===== src/lfpd_pkg.sv =====
// shared types, widths and constants for the line-follower pd steering block
// no dependencies; imported by every module of the block
package lfpd_pkg;

    localparam int unsigned SensorCount = 7;
    localparam int unsigned PosW        = 11;  // signed q3.8 position
    localparam int unsigned RecipW      = 17;
    localparam int unsigned AccW        = 25;  // signed q9.16 correction
    localparam int unsigned SpeedW      = 9;
    localparam int unsigned CfgIdxW     = 3;
    localparam int unsigned CfgDataW    = 12;

    localparam logic [CfgIdxW-1:0] REG_BASE_SPEED   = 3'd0;
    localparam logic [CfgIdxW-1:0] REG_KP_GAIN      = 3'd1;
    localparam logic [CfgIdxW-1:0] REG_KD_GAIN      = 3'd2;
    localparam logic [CfgIdxW-1:0] REG_ACTIVE_LOW   = 3'd3;
    localparam logic [CfgIdxW-1:0] REG_SEARCH_SPEED = 3'd4;

    localparam logic [7:0]  RST_BASE_SPEED   = 8'd50;
    localparam logic [11:0] RST_KP_GAIN      = 12'd512;
    localparam logic [11:0] RST_KD_GAIN      = 12'd26;
    localparam logic        RST_ACTIVE_LOW   = 1'b1;
    localparam logic [7:0]  RST_SEARCH_SPEED = 8'd90;

    localparam logic signed [SpeedW:0] SpeedMax = 10'sd255;
    localparam logic signed [SpeedW:0] SpeedMin = -10'sd255;

    // one classified sample handed from front to back
    typedef struct packed {
        logic                   lost;
        logic signed [PosW-1:0] pos;
    } t_cmd;

    // ceil(2^16 / count), exact after the shift for numerators below 2^16/7
    function automatic logic [RecipW-1:0] recip_of(input logic [2:0] count);
        logic [RecipW-1:0] r;
        case (count)
            3'd1:    r = 17'd65536;
            3'd2:    r = 17'd32768;
            3'd3:    r = 17'd21846;
            3'd4:    r = 17'd16384;
            3'd5:    r = 17'd13108;
            3'd6:    r = 17'd10923;
            3'd7:    r = 17'd9363;
            default: r = '0;
        endcase
        return r;
    endfunction

endpackage


===== src/line_follower_pd_steering_top.sv =====
// top level of the line-follower pd steering block: config registers,
// front end, queue and back end; depends on lfpd_pkg, lfpd_front, lfpd_fifo, lfpd_back
//
// usage:
//   sensor channel: i_sensor_valid / o_sensor_stall carry one 7-bit sample a beat,
//   bit 0 leftmost. result channel: o_result_valid / i_result_stall carry the
//   signed left and right speeds and the line-lost flag, one result per sample.
//   config port: i_cfg_we writes i_cfg_wdata into register i_cfg_index
//   (0 base, 1 kp, 2 kd, 3 active low, 4 search speed); other indexes are dropped.
//   write config only while no sample is in flight.
// timing:
//   the front end works through capture, weight sum and reciprocal multiply, and
//   hand-off into the queue; the back end through fetch, kp multiply, kd multiply
//   and accumulate, and saturate into the output register.
//   neither end takes a new sample before the last one has left it; the back end's
//   multiply steps set the sustained throughput.
// reset: synchronous active low; registers return to defaults, stored error is
//   cleared and both queue and output register empty.
// stall: a stalled result holds; the two-entry queue keeps taking samples until full,
//   then the sensor channel stalls.
module line_follower_pd_steering_top (
    input  logic                           i_clk,
    input  logic                           i_rst_n,
    input  logic                           i_sensor_valid,
    output logic                           o_sensor_stall,
    input  logic [6:0]                     i_sensor_bits,
    output logic                           o_result_valid,
    input  logic                           i_result_stall,
    output logic signed [lfpd_pkg::SpeedW-1:0] o_left_speed,
    output logic signed [lfpd_pkg::SpeedW-1:0] o_right_speed,
    output logic                           o_line_lost,
    input  logic                           i_cfg_we,
    input  logic [lfpd_pkg::CfgIdxW-1:0]   i_cfg_index,
    input  logic [lfpd_pkg::CfgDataW-1:0]  i_cfg_wdata
);
    import lfpd_pkg::*;

    logic [7:0]  r_base_speed;
    logic [11:0] r_kp_gain;
    logic [11:0] r_kd_gain;
    logic        r_active_low;
    logic [7:0]  r_search_speed;

    t_cmd front_cmd;
    t_cmd queue_cmd;
    logic front_valid;
    logic queue_full;
    logic queue_empty;
    logic back_pop;

    always_ff @(posedge i_clk) begin
        if (!i_rst_n) begin
            r_base_speed   <= RST_BASE_SPEED;
            r_kp_gain      <= RST_KP_GAIN;
            r_kd_gain      <= RST_KD_GAIN;
            r_active_low   <= RST_ACTIVE_LOW;
            r_search_speed <= RST_SEARCH_SPEED;
        end else if (i_cfg_we) begin
            case (i_cfg_index)
                REG_BASE_SPEED:   r_base_speed   <= i_cfg_wdata[7:0];
                REG_KP_GAIN:      r_kp_gain      <= i_cfg_wdata;
                REG_KD_GAIN:      r_kd_gain      <= i_cfg_wdata;
                REG_ACTIVE_LOW:   r_active_low   <= i_cfg_wdata[0];
                REG_SEARCH_SPEED: r_search_speed <= i_cfg_wdata[7:0];
                default:          ;
            endcase
        end
    end

    lfpd_front u_front (
        .i_clk         (i_clk),
        .i_rst_n       (i_rst_n),
        .i_valid       (i_sensor_valid),
        .o_stall       (o_sensor_stall),
        .i_sensor_bits (i_sensor_bits),
        .i_active_low  (r_active_low),
        .o_cmd_valid   (front_valid),
        .o_cmd         (front_cmd),
        .i_cmd_full    (queue_full)
    );

    lfpd_fifo u_fifo (
        .i_clk     (i_clk),
        .i_rst_n   (i_rst_n),
        .i_push    (front_valid),
        .i_wr_data (front_cmd),
        .i_pop     (back_pop),
        .o_rd_data (queue_cmd),
        .o_empty   (queue_empty),
        .o_full    (queue_full)
    );

    lfpd_back u_back (
        .i_clk          (i_clk),
        .i_rst_n        (i_rst_n),
        .i_cmd_empty    (queue_empty),
        .i_cmd          (queue_cmd),
        .o_pop          (back_pop),
        .i_base_speed   (r_base_speed),
        .i_kp_gain      (r_kp_gain),
        .i_kd_gain      (r_kd_gain),
        .i_search_speed (r_search_speed),
        .o_valid        (o_result_valid),
        .i_stall        (i_result_stall),
        .o_left_speed   (o_left_speed),
        .o_right_speed  (o_right_speed),
        .o_line_lost    (o_line_lost)
    );

endmodule


===== src/lfpd_front.sv =====
// front end: takes sensor beats, finds the line and its q3.8 position
// depends on lfpd_pkg
module lfpd_front (
    input  logic                  i_clk,
    input  logic                  i_rst_n,
    input  logic                  i_valid,
    output logic                  o_stall,
    input  logic [6:0]            i_sensor_bits,
    input  logic                  i_active_low,
    output logic                  o_cmd_valid,
    output lfpd_pkg::t_cmd        o_cmd,
    input  logic                  i_cmd_full
);
    import lfpd_pkg::*;

    typedef enum logic [2:0] {
        S_IDLE = 3'b001,
        S_CALC = 3'b010,
        S_PUSH = 3'b100
    } t_state;

    t_state r_state, n_state;

    logic [SensorCount-1:0] r_seen;
    logic [9:0]             r_mag;
    logic                   r_neg;
    logic                   r_lost;

    logic signed [4:0]      sum;
    logic [2:0]             count;
    logic [3:0]             abs_sum;
    logic [28:0]            prod;
    logic                   accept;

    assign o_stall = (r_state != S_IDLE);
    assign accept  = i_valid && !o_stall;

    // weights run -3..+3 from bit 0 to bit 6
    always_comb begin
        sum   = '0;
        count = '0;
        for (int i = 0; i < SensorCount; i++) begin
            if (r_seen[i]) begin
                sum   = sum + 5'(signed'(i - 3));
                count = count + 3'd1;
            end
        end
        abs_sum = sum[4] ? 4'(-sum) : sum[3:0];
        prod    = {13'd0, abs_sum, 8'd0} * {12'd0, recip_of(count)};
    end

    always_comb begin
        n_state = r_state;
        case (r_state)
            S_IDLE:  if (accept) n_state = S_CALC;
            S_CALC:  n_state = S_PUSH;
            S_PUSH:  if (!i_cmd_full) n_state = S_IDLE;
            default: n_state = S_IDLE;
        endcase
    end

    always_ff @(posedge i_clk) begin
        if (!i_rst_n) begin
            r_state <= S_IDLE;
        end else begin
            r_state <= n_state;
        end
    end

    always_ff @(posedge i_clk) begin
        if (accept) begin
            r_seen <= i_active_low ? ~i_sensor_bits : i_sensor_bits;
        end
        if (r_state == S_CALC) begin
            r_mag  <= prod[25:16];
            r_neg  <= sum[4];
            r_lost <= (count == 3'd0);
        end
    end

    assign o_cmd_valid = (r_state == S_PUSH);
    assign o_cmd.lost  = r_lost;
    assign o_cmd.pos   = r_neg ? -$signed({1'b0, r_mag}) : $signed({1'b0, r_mag});

endmodule


===== src/lfpd_fifo.sv =====
// two-entry queue of classified samples between front and back
// depends on lfpd_pkg
module lfpd_fifo (
    input  logic           i_clk,
    input  logic           i_rst_n,
    input  logic           i_push,
    input  lfpd_pkg::t_cmd i_wr_data,
    input  logic           i_pop,
    output lfpd_pkg::t_cmd o_rd_data,
    output logic           o_empty,
    output logic           o_full
);
    import lfpd_pkg::*;

    t_cmd       r_mem [2];
    logic       r_wr_ptr;
    logic       r_rd_ptr;
    logic [1:0] r_count;

    logic do_push;
    logic do_pop;

    assign o_empty   = (r_count == 2'd0);
    assign o_full    = (r_count == 2'd2);
    assign do_push   = i_push && !o_full;
    assign do_pop    = i_pop && !o_empty;
    assign o_rd_data = r_mem[r_rd_ptr];

    always_ff @(posedge i_clk) begin
        if (!i_rst_n) begin
            r_wr_ptr <= 1'b0;
            r_rd_ptr <= 1'b0;
            r_count  <= 2'd0;
        end else begin
            if (do_push) r_wr_ptr <= ~r_wr_ptr;
            if (do_pop)  r_rd_ptr <= ~r_rd_ptr;
            if (do_push && !do_pop) begin
                r_count <= r_count + 2'd1;
            end else if (do_pop && !do_push) begin
                r_count <= r_count - 2'd1;
            end
        end
    end

    always_ff @(posedge i_clk) begin
        if (do_push) r_mem[r_wr_ptr] <= i_wr_data;
    end

endmodule


===== src/lfpd_back.sv =====
// back end: pd law over two multiply steps, saturation, search spin, output register
// depends on lfpd_pkg
module lfpd_back (
    input  logic                        i_clk,
    input  logic                        i_rst_n,
    input  logic                        i_cmd_empty,
    input  lfpd_pkg::t_cmd              i_cmd,
    output logic                        o_pop,
    input  logic [7:0]                  i_base_speed,
    input  logic [11:0]                 i_kp_gain,
    input  logic [11:0]                 i_kd_gain,
    input  logic [7:0]                  i_search_speed,
    output logic                        o_valid,
    input  logic                        i_stall,
    output logic signed [lfpd_pkg::SpeedW-1:0] o_left_speed,
    output logic signed [lfpd_pkg::SpeedW-1:0] o_right_speed,
    output logic                        o_line_lost
);
    import lfpd_pkg::*;

    typedef enum logic [3:0] {
        B_IDLE = 4'b0001,
        B_MULP = 4'b0010,
        B_MULD = 4'b0100,
        B_OUT  = 4'b1000
    } t_state;

    t_state r_state, n_state;

    t_cmd                    r_cmd;
    logic signed [AccW-1:0]  r_acc;
    logic signed [PosW-1:0]  r_last;
    logic                    r_out_valid;
    logic signed [SpeedW-1:0] r_left;
    logic signed [SpeedW-1:0] r_right;
    logic                    r_lost;

    logic signed [12:0]       kp_s;
    logic signed [12:0]       kd_s;
    logic signed [23:0]       prod_p;
    logic signed [PosW:0]     deriv;
    logic signed [AccW-1:0]   prod_d;
    logic signed [AccW-1:0]   acc_adj;
    logic signed [SpeedW-1:0] ci;
    logic signed [SpeedW:0]   base_s;
    logic signed [SpeedW:0]   left_raw;
    logic signed [SpeedW:0]   right_raw;
    logic signed [SpeedW-1:0] left_sat;
    logic signed [SpeedW-1:0] right_sat;
    logic signed [SpeedW-1:0] spin;
    logic                     out_free;
    logic                     load_out;

    assign kp_s   = $signed({1'b0, i_kp_gain});
    assign kd_s   = $signed({1'b0, i_kd_gain});
    assign prod_p = kp_s * r_cmd.pos;
    assign deriv  = {r_cmd.pos[PosW-1], r_cmd.pos} - {r_last[PosW-1], r_last};
    assign prod_d = kd_s * deriv;

    // truncate toward zero: bias negative values before the shift
    assign acc_adj   = r_acc + (r_acc[AccW-1] ? 25'sd65535 : 25'sd0);
    assign ci        = acc_adj[AccW-1:16];
    assign base_s    = $signed({2'b00, i_base_speed});
    assign left_raw  = base_s - {ci[SpeedW-1], ci};
    assign right_raw = base_s + {ci[SpeedW-1], ci};

    always_comb begin
        if (left_raw > SpeedMax) begin
            left_sat = SpeedMax[SpeedW-1:0];
        end else if (left_raw < SpeedMin) begin
            left_sat = SpeedMin[SpeedW-1:0];
        end else begin
            left_sat = left_raw[SpeedW-1:0];
        end
        if (right_raw > SpeedMax) begin
            right_sat = SpeedMax[SpeedW-1:0];
        end else if (right_raw < SpeedMin) begin
            right_sat = SpeedMin[SpeedW-1:0];
        end else begin
            right_sat = right_raw[SpeedW-1:0];
        end
    end

    // spin toward the side the line was last seen on
    assign spin = r_last[PosW-1] ? -$signed({1'b0, i_search_speed})
                                 : $signed({1'b0, i_search_speed});

    assign out_free = !r_out_valid || !i_stall;
    assign load_out = (r_state == B_OUT) && out_free;
    assign o_pop    = (r_state == B_IDLE) && !i_cmd_empty;

    always_comb begin
        n_state = r_state;
        case (r_state)
            B_IDLE:  if (!i_cmd_empty) n_state = B_MULP;
            B_MULP:  n_state = B_MULD;
            B_MULD:  n_state = B_OUT;
            B_OUT:   if (out_free) n_state = B_IDLE;
            default: n_state = B_IDLE;
        endcase
    end

    always_ff @(posedge i_clk) begin
        if (!i_rst_n) begin
            r_state     <= B_IDLE;
            r_out_valid <= 1'b0;
            r_last      <= '0;
        end else begin
            r_state <= n_state;
            if (load_out) begin
                r_out_valid <= 1'b1;
            end else if (!i_stall) begin
                r_out_valid <= 1'b0;
            end
            if (load_out && !r_cmd.lost) begin
                r_last <= r_cmd.pos;
            end
        end
    end

    always_ff @(posedge i_clk) begin
        if (o_pop) begin
            r_cmd <= i_cmd;
        end
        if (r_state == B_MULP) begin
            r_acc <= {prod_p[23], prod_p};
        end
        if (r_state == B_MULD) begin
            r_acc <= r_acc + prod_d;
        end
        if (load_out) begin
            r_lost  <= r_cmd.lost;
            r_left  <= r_cmd.lost ? spin : left_sat;
            r_right <= r_cmd.lost ? -spin : right_sat;
        end
    end

    assign o_valid       = r_out_valid;
    assign o_left_speed  = r_left;
    assign o_right_speed = r_right;
    assign o_line_lost   = r_lost;

endmodule


===== config.mk =====
export PLATFORM = sky130hd
export DESIGN_NAME = line_follower_pd_steering_top
export DESIGN_NICKNAME = d
export VERILOG_FILES = /design/src/lfpd_pkg.sv /design/src/line_follower_pd_steering_top.sv /design/src/lfpd_front.sv /design/src/lfpd_fifo.sv /design/src/lfpd_back.sv
export SDC_FILE = /design/constraint.sdc
export NUM_CORES = 1
export LEC_CHECK = 0
export BUFFER_PORTS_ARGS = -buffer_cell sky130_fd_sc_hd__buf_4
export CAP_MARGIN = 10
export CORE_MARGIN = 2
export CORE_UTILIZATION = 30
export CTS_BUF_LIST = sky130_fd_sc_hd__clkbuf_4
export CTS_CLUSTER_SIZE = 12
export DETAILED_ROUTE_END_ITERATION = 6
export SLEW_MARGIN = 15
export SYNTH_ARGS = -nofsm -noshare
export SYNTH_HDL_FRONTEND = slang
export SYNTH_SLANG_ARGS = --single-unit

===== constraint.sdc =====
create_clock -name i_clk -period 10.6 [get_ports i_clk]
set_clock_uncertainty 0.1 [all_clocks]
set_input_delay 1.06 -clock i_clk [delete_from_list [all_inputs] [get_ports i_clk]]
set_output_delay 1.06 -clock i_clk [all_outputs]
set_load 0.01 [all_outputs]

==> results.py <==
metrics = {
    "detailed_routing": {
        "drt-total-wl_mm": 46.2,
        "drt_iter0_drc": 829,
        "ant_nets": 0,
        "via_per_inst": 4.63,
        "vias": 14300,
        "wire_per_inst_um": 14.9,
        "remaining_drc_errors": 0,
        "drtPass1Iterations": 5,
    },
    "worst_setup_path": {
        "crit_path_start_kind": "register",
        "critPathRequiredTime_ns": 10.89,
        "end_kind": "register",
        "critPathKind": "reg2reg",
        "cpMostUsedCell": "fa_1",
        "critPathArrivalTime_ns": 9.37,
        "crit_slowest_cell": "edfxtp_1",
        "reg2regPathDepth": 33,
        "cp_max_fo": 14,
        "max_stage_delay_ns": 0.58,
    },
    "timing": {
        "fin_tns_setup_ns": 0,
        "setup_viol_count_final": 0,
        "rsz0062_at_grt": "false",
        "slew_viol_final": 0,
        "period_needed_ns": 9.09,
        "max_freq_ghz": 0.110,
        "hold_viol": 0,
        "tightest_slew_ns": 0.905,
        "relSlewSlack_pct": 39.4,
        "period_share_pct": 85.7,
    },
    "clocking": {
        "cts_setup_buffers": 0,
        "postCtsResizedCells": 0,
        "holdBufCountCts": 0,
        "htree_levels": 4,
        "clk_path_buf_depth": 2,
        "cts_buffers": 17,
        "clk_latency_ns": 0.64,
        "root_buffer": "clkbuf_4",
        "cts_tree": "built",
        "clkTransAtPathRegs_ns": 0.17,
        "cts.sinks": 163,
    },
    "logic_synthesis": {
        "synth_cell_types": 71,
        "avgSynthCellArea_sq_um": 9.22,
        "synthTopCellsByCount": "inv_1 (348), nand2_1 (324), fa_1 (244)",
        "synth.most_common_cell": "inv_1",
        "netlist_area_sq_mm": 0.0203,
        "yosysWarnings": 0,
        "synth_flop_cell": "edfxtp_1",
        "yosys.area.top_type_share_pct": 24.1,
        "synthTopCellsByArea": "fa_1 (24%), edfxtp_1 (15%), ha_1 (14%)",
        "yosysSeqAreaShare_pct": 21.0,
        "synth_edf_count": 99,
        "synth_fp_nets": 2701,
        "synthCells": 2198,
        "synth_seq_cells": 163,
        "yosysTopAreaCell": "fa_1",
        "synthArstFlopShare_pct": 0,
    },
    "grt": {
        "overflow": 0,
        "grt_max_degree": 65,
        "gr-usage-all-layers_pct": 13.9,
        "first_global_vias": 14600,
        "grt_pass1_wl_mm": 77.6,
        "antenna_found_initial": 2,
    },
    "final_layout": {
        "final_net_count": 2710,
        "area_growth_pct": 8.03,
        "fillerInstances": 7014,
        "drive_above_1_share_pct": 7.03,
        "regArea_sq_mm": 0.00425,
        "multiInputGateArea_sq_mm": 0.0144,
    },
    "die": {
        "start_util_pct": 30.2,
        "die_area_sq_mm": 0.0696,
        "core-area_sq_mm": 0.0670,
        "ios": 48,
        "die_h_um": 264,
        "fp.dieW_um": 264,
        "fp-row-count": 95,
    },
    "status": {
        "status": "completed",
    },
    "flow_run": {
        "cap_violations": 0,
    },
    "placed_design": {
        "place_congestion": 0.876,
        "io_buffer_count": 47,
        "dpl.hpwl_mm": 36.9,
    },
    "worst_hold_path": {
        "hold_path_class": "reg2reg",
        "whs_path_depth": 0,
    },
}
through the flow:
step | area, sq um | worst slack (ns) | hold slack, ns | std cells | utilization [%]
2_1_floorplan | 20300 | 2.36 | 0.321 | 2198 | -
3_3_place_gp | 21600 | 1.62 | 0.337 | 3061 | 32.2
3_5_place_dp | 21600 | 1.59 | 0.342 | 3061 | 32.2
4_1_cts | 21900 | 1.54 | 0.381 | 3093 | 32.6
5_1_grt | 21900 | 0.778 | 0.419 | 3095 | 32.7
6_report | 21900 | 1.51 | 0.384 | 3095 | 32.7
final cells by class:
class	instances	share of cell area (%)
antenna	2	0.0229
clock buffer	17	0.583
clock inverter	15	0.714
inverter	352	6.04
multi-input combinational	1603	65.8
sequential	163	19.4
tap	873	4.99
timing repair buffer	70	2.40
sequential cells by signal (all words and copies together), names as in the netlist:
| signal | count |
|---|---|
| r_active_low | 1 |
| r_base_speed | 8 |
| r_kd_gain | 12 |
| r_kp_gain | 12 |
| r_search_speed | 8 |
| u_back.o_left_speed | 9 |
| u_back.o_line_lost | 1 |
| u_back.o_right_speed | 9 |
| u_back.o_valid | 1 |
| u_back.r_acc | 25 |
| u_back.r_cmd | 12 |
| u_back.r_last | 11 |
| u_back.r_state | 4 |
| u_fifo.r_count | 2 |
| u_fifo.r_mem | 24 |
| u_fifo.r_rd_ptr | 1 |
| u_fifo.r_wr_ptr | 1 |
| u_front.r_lost | 1 |
| u_front.r_mag | 10 |
| u_front.r_neg | 1 |
| u_front.r_seen | 7 |
| u_front.r_state | 3 |
layout by cell type, fill, tap and decap left out, drive strengths merged, types with 5 or more instances in the layout:
cell type and n:
mux2 17, or3 12, nand4 6, a21oi 66
nor3 15, o21ai 53, nand2b 30, nor2b 32
mux2i 21, a21o 24, o22ai 9, nand3 30
xnor2 81, edfxtp 99, fa 244, buf 70
nor4 5, a21boi 38, o21bai 13, nor2 99
or2 10, o31ai 8, clkbuf 17, inv 363
and2 118, o21a 10, ha 232, a31oi 8
and3 7, xor2 45, nand2 324, dfxtp 64
critical path: cells and delay by family (launching register included):
kind | cells | cell delay, ns
adders and majority gates | 9 | 3.96
and+or+nand+nor | 4 | 0.47
xor gates and xnor gates | 2 | 0.56
DFF | 1 | 0.58
buffers and inverters | 3 | 0.22
AOI/OAI and AO/OA | 15 | 2.94
kinds of logic (layout without fill, tap and decap cells):
group	Yosys count	count (layout)	share of synthesized area, %
other	0	2	0
adders and majority gates	476	476	38.4
xor gates and xnor gates	127	127	5.56
AOI/OAI and AO/OA	258	258	8.53
muxes	38	38	2.02
and+or+nand+nor	704	704	16.4
buffers and inverters	432	454	8.04
DFF	163	163	21.0
worst paths after layout:
check / from / to / slack (ns)
max: u_back.r_cmd[0] / u_back.r_acc[24] / 1.51
min reg2reg: u_front.r_lost / u_fifo.r_mem[1][11] / 0.38
min: u_front.r_lost / u_fifo.r_mem[1][11] / 0.38
max reg2reg: u_back.r_cmd[0] / u_back.r_acc[24] / 1.51
per-layer routing:
layer | global-route usage, % | vias to the layer above | part of all wire [%]
li1 | - | 7028 | -
met1 | 19.2 | 7048 | 48
met2 | 22.7 | 209 | 46
met3 | 2.12 | 35 | 4.0
met4 | 3.30 | 0 | 1.4
met5 | 0 | - | 0
Power is left out: the tool's default activity adds up to more than one toggle a clock period on the data nets, which glitch-free logic cannot reach.
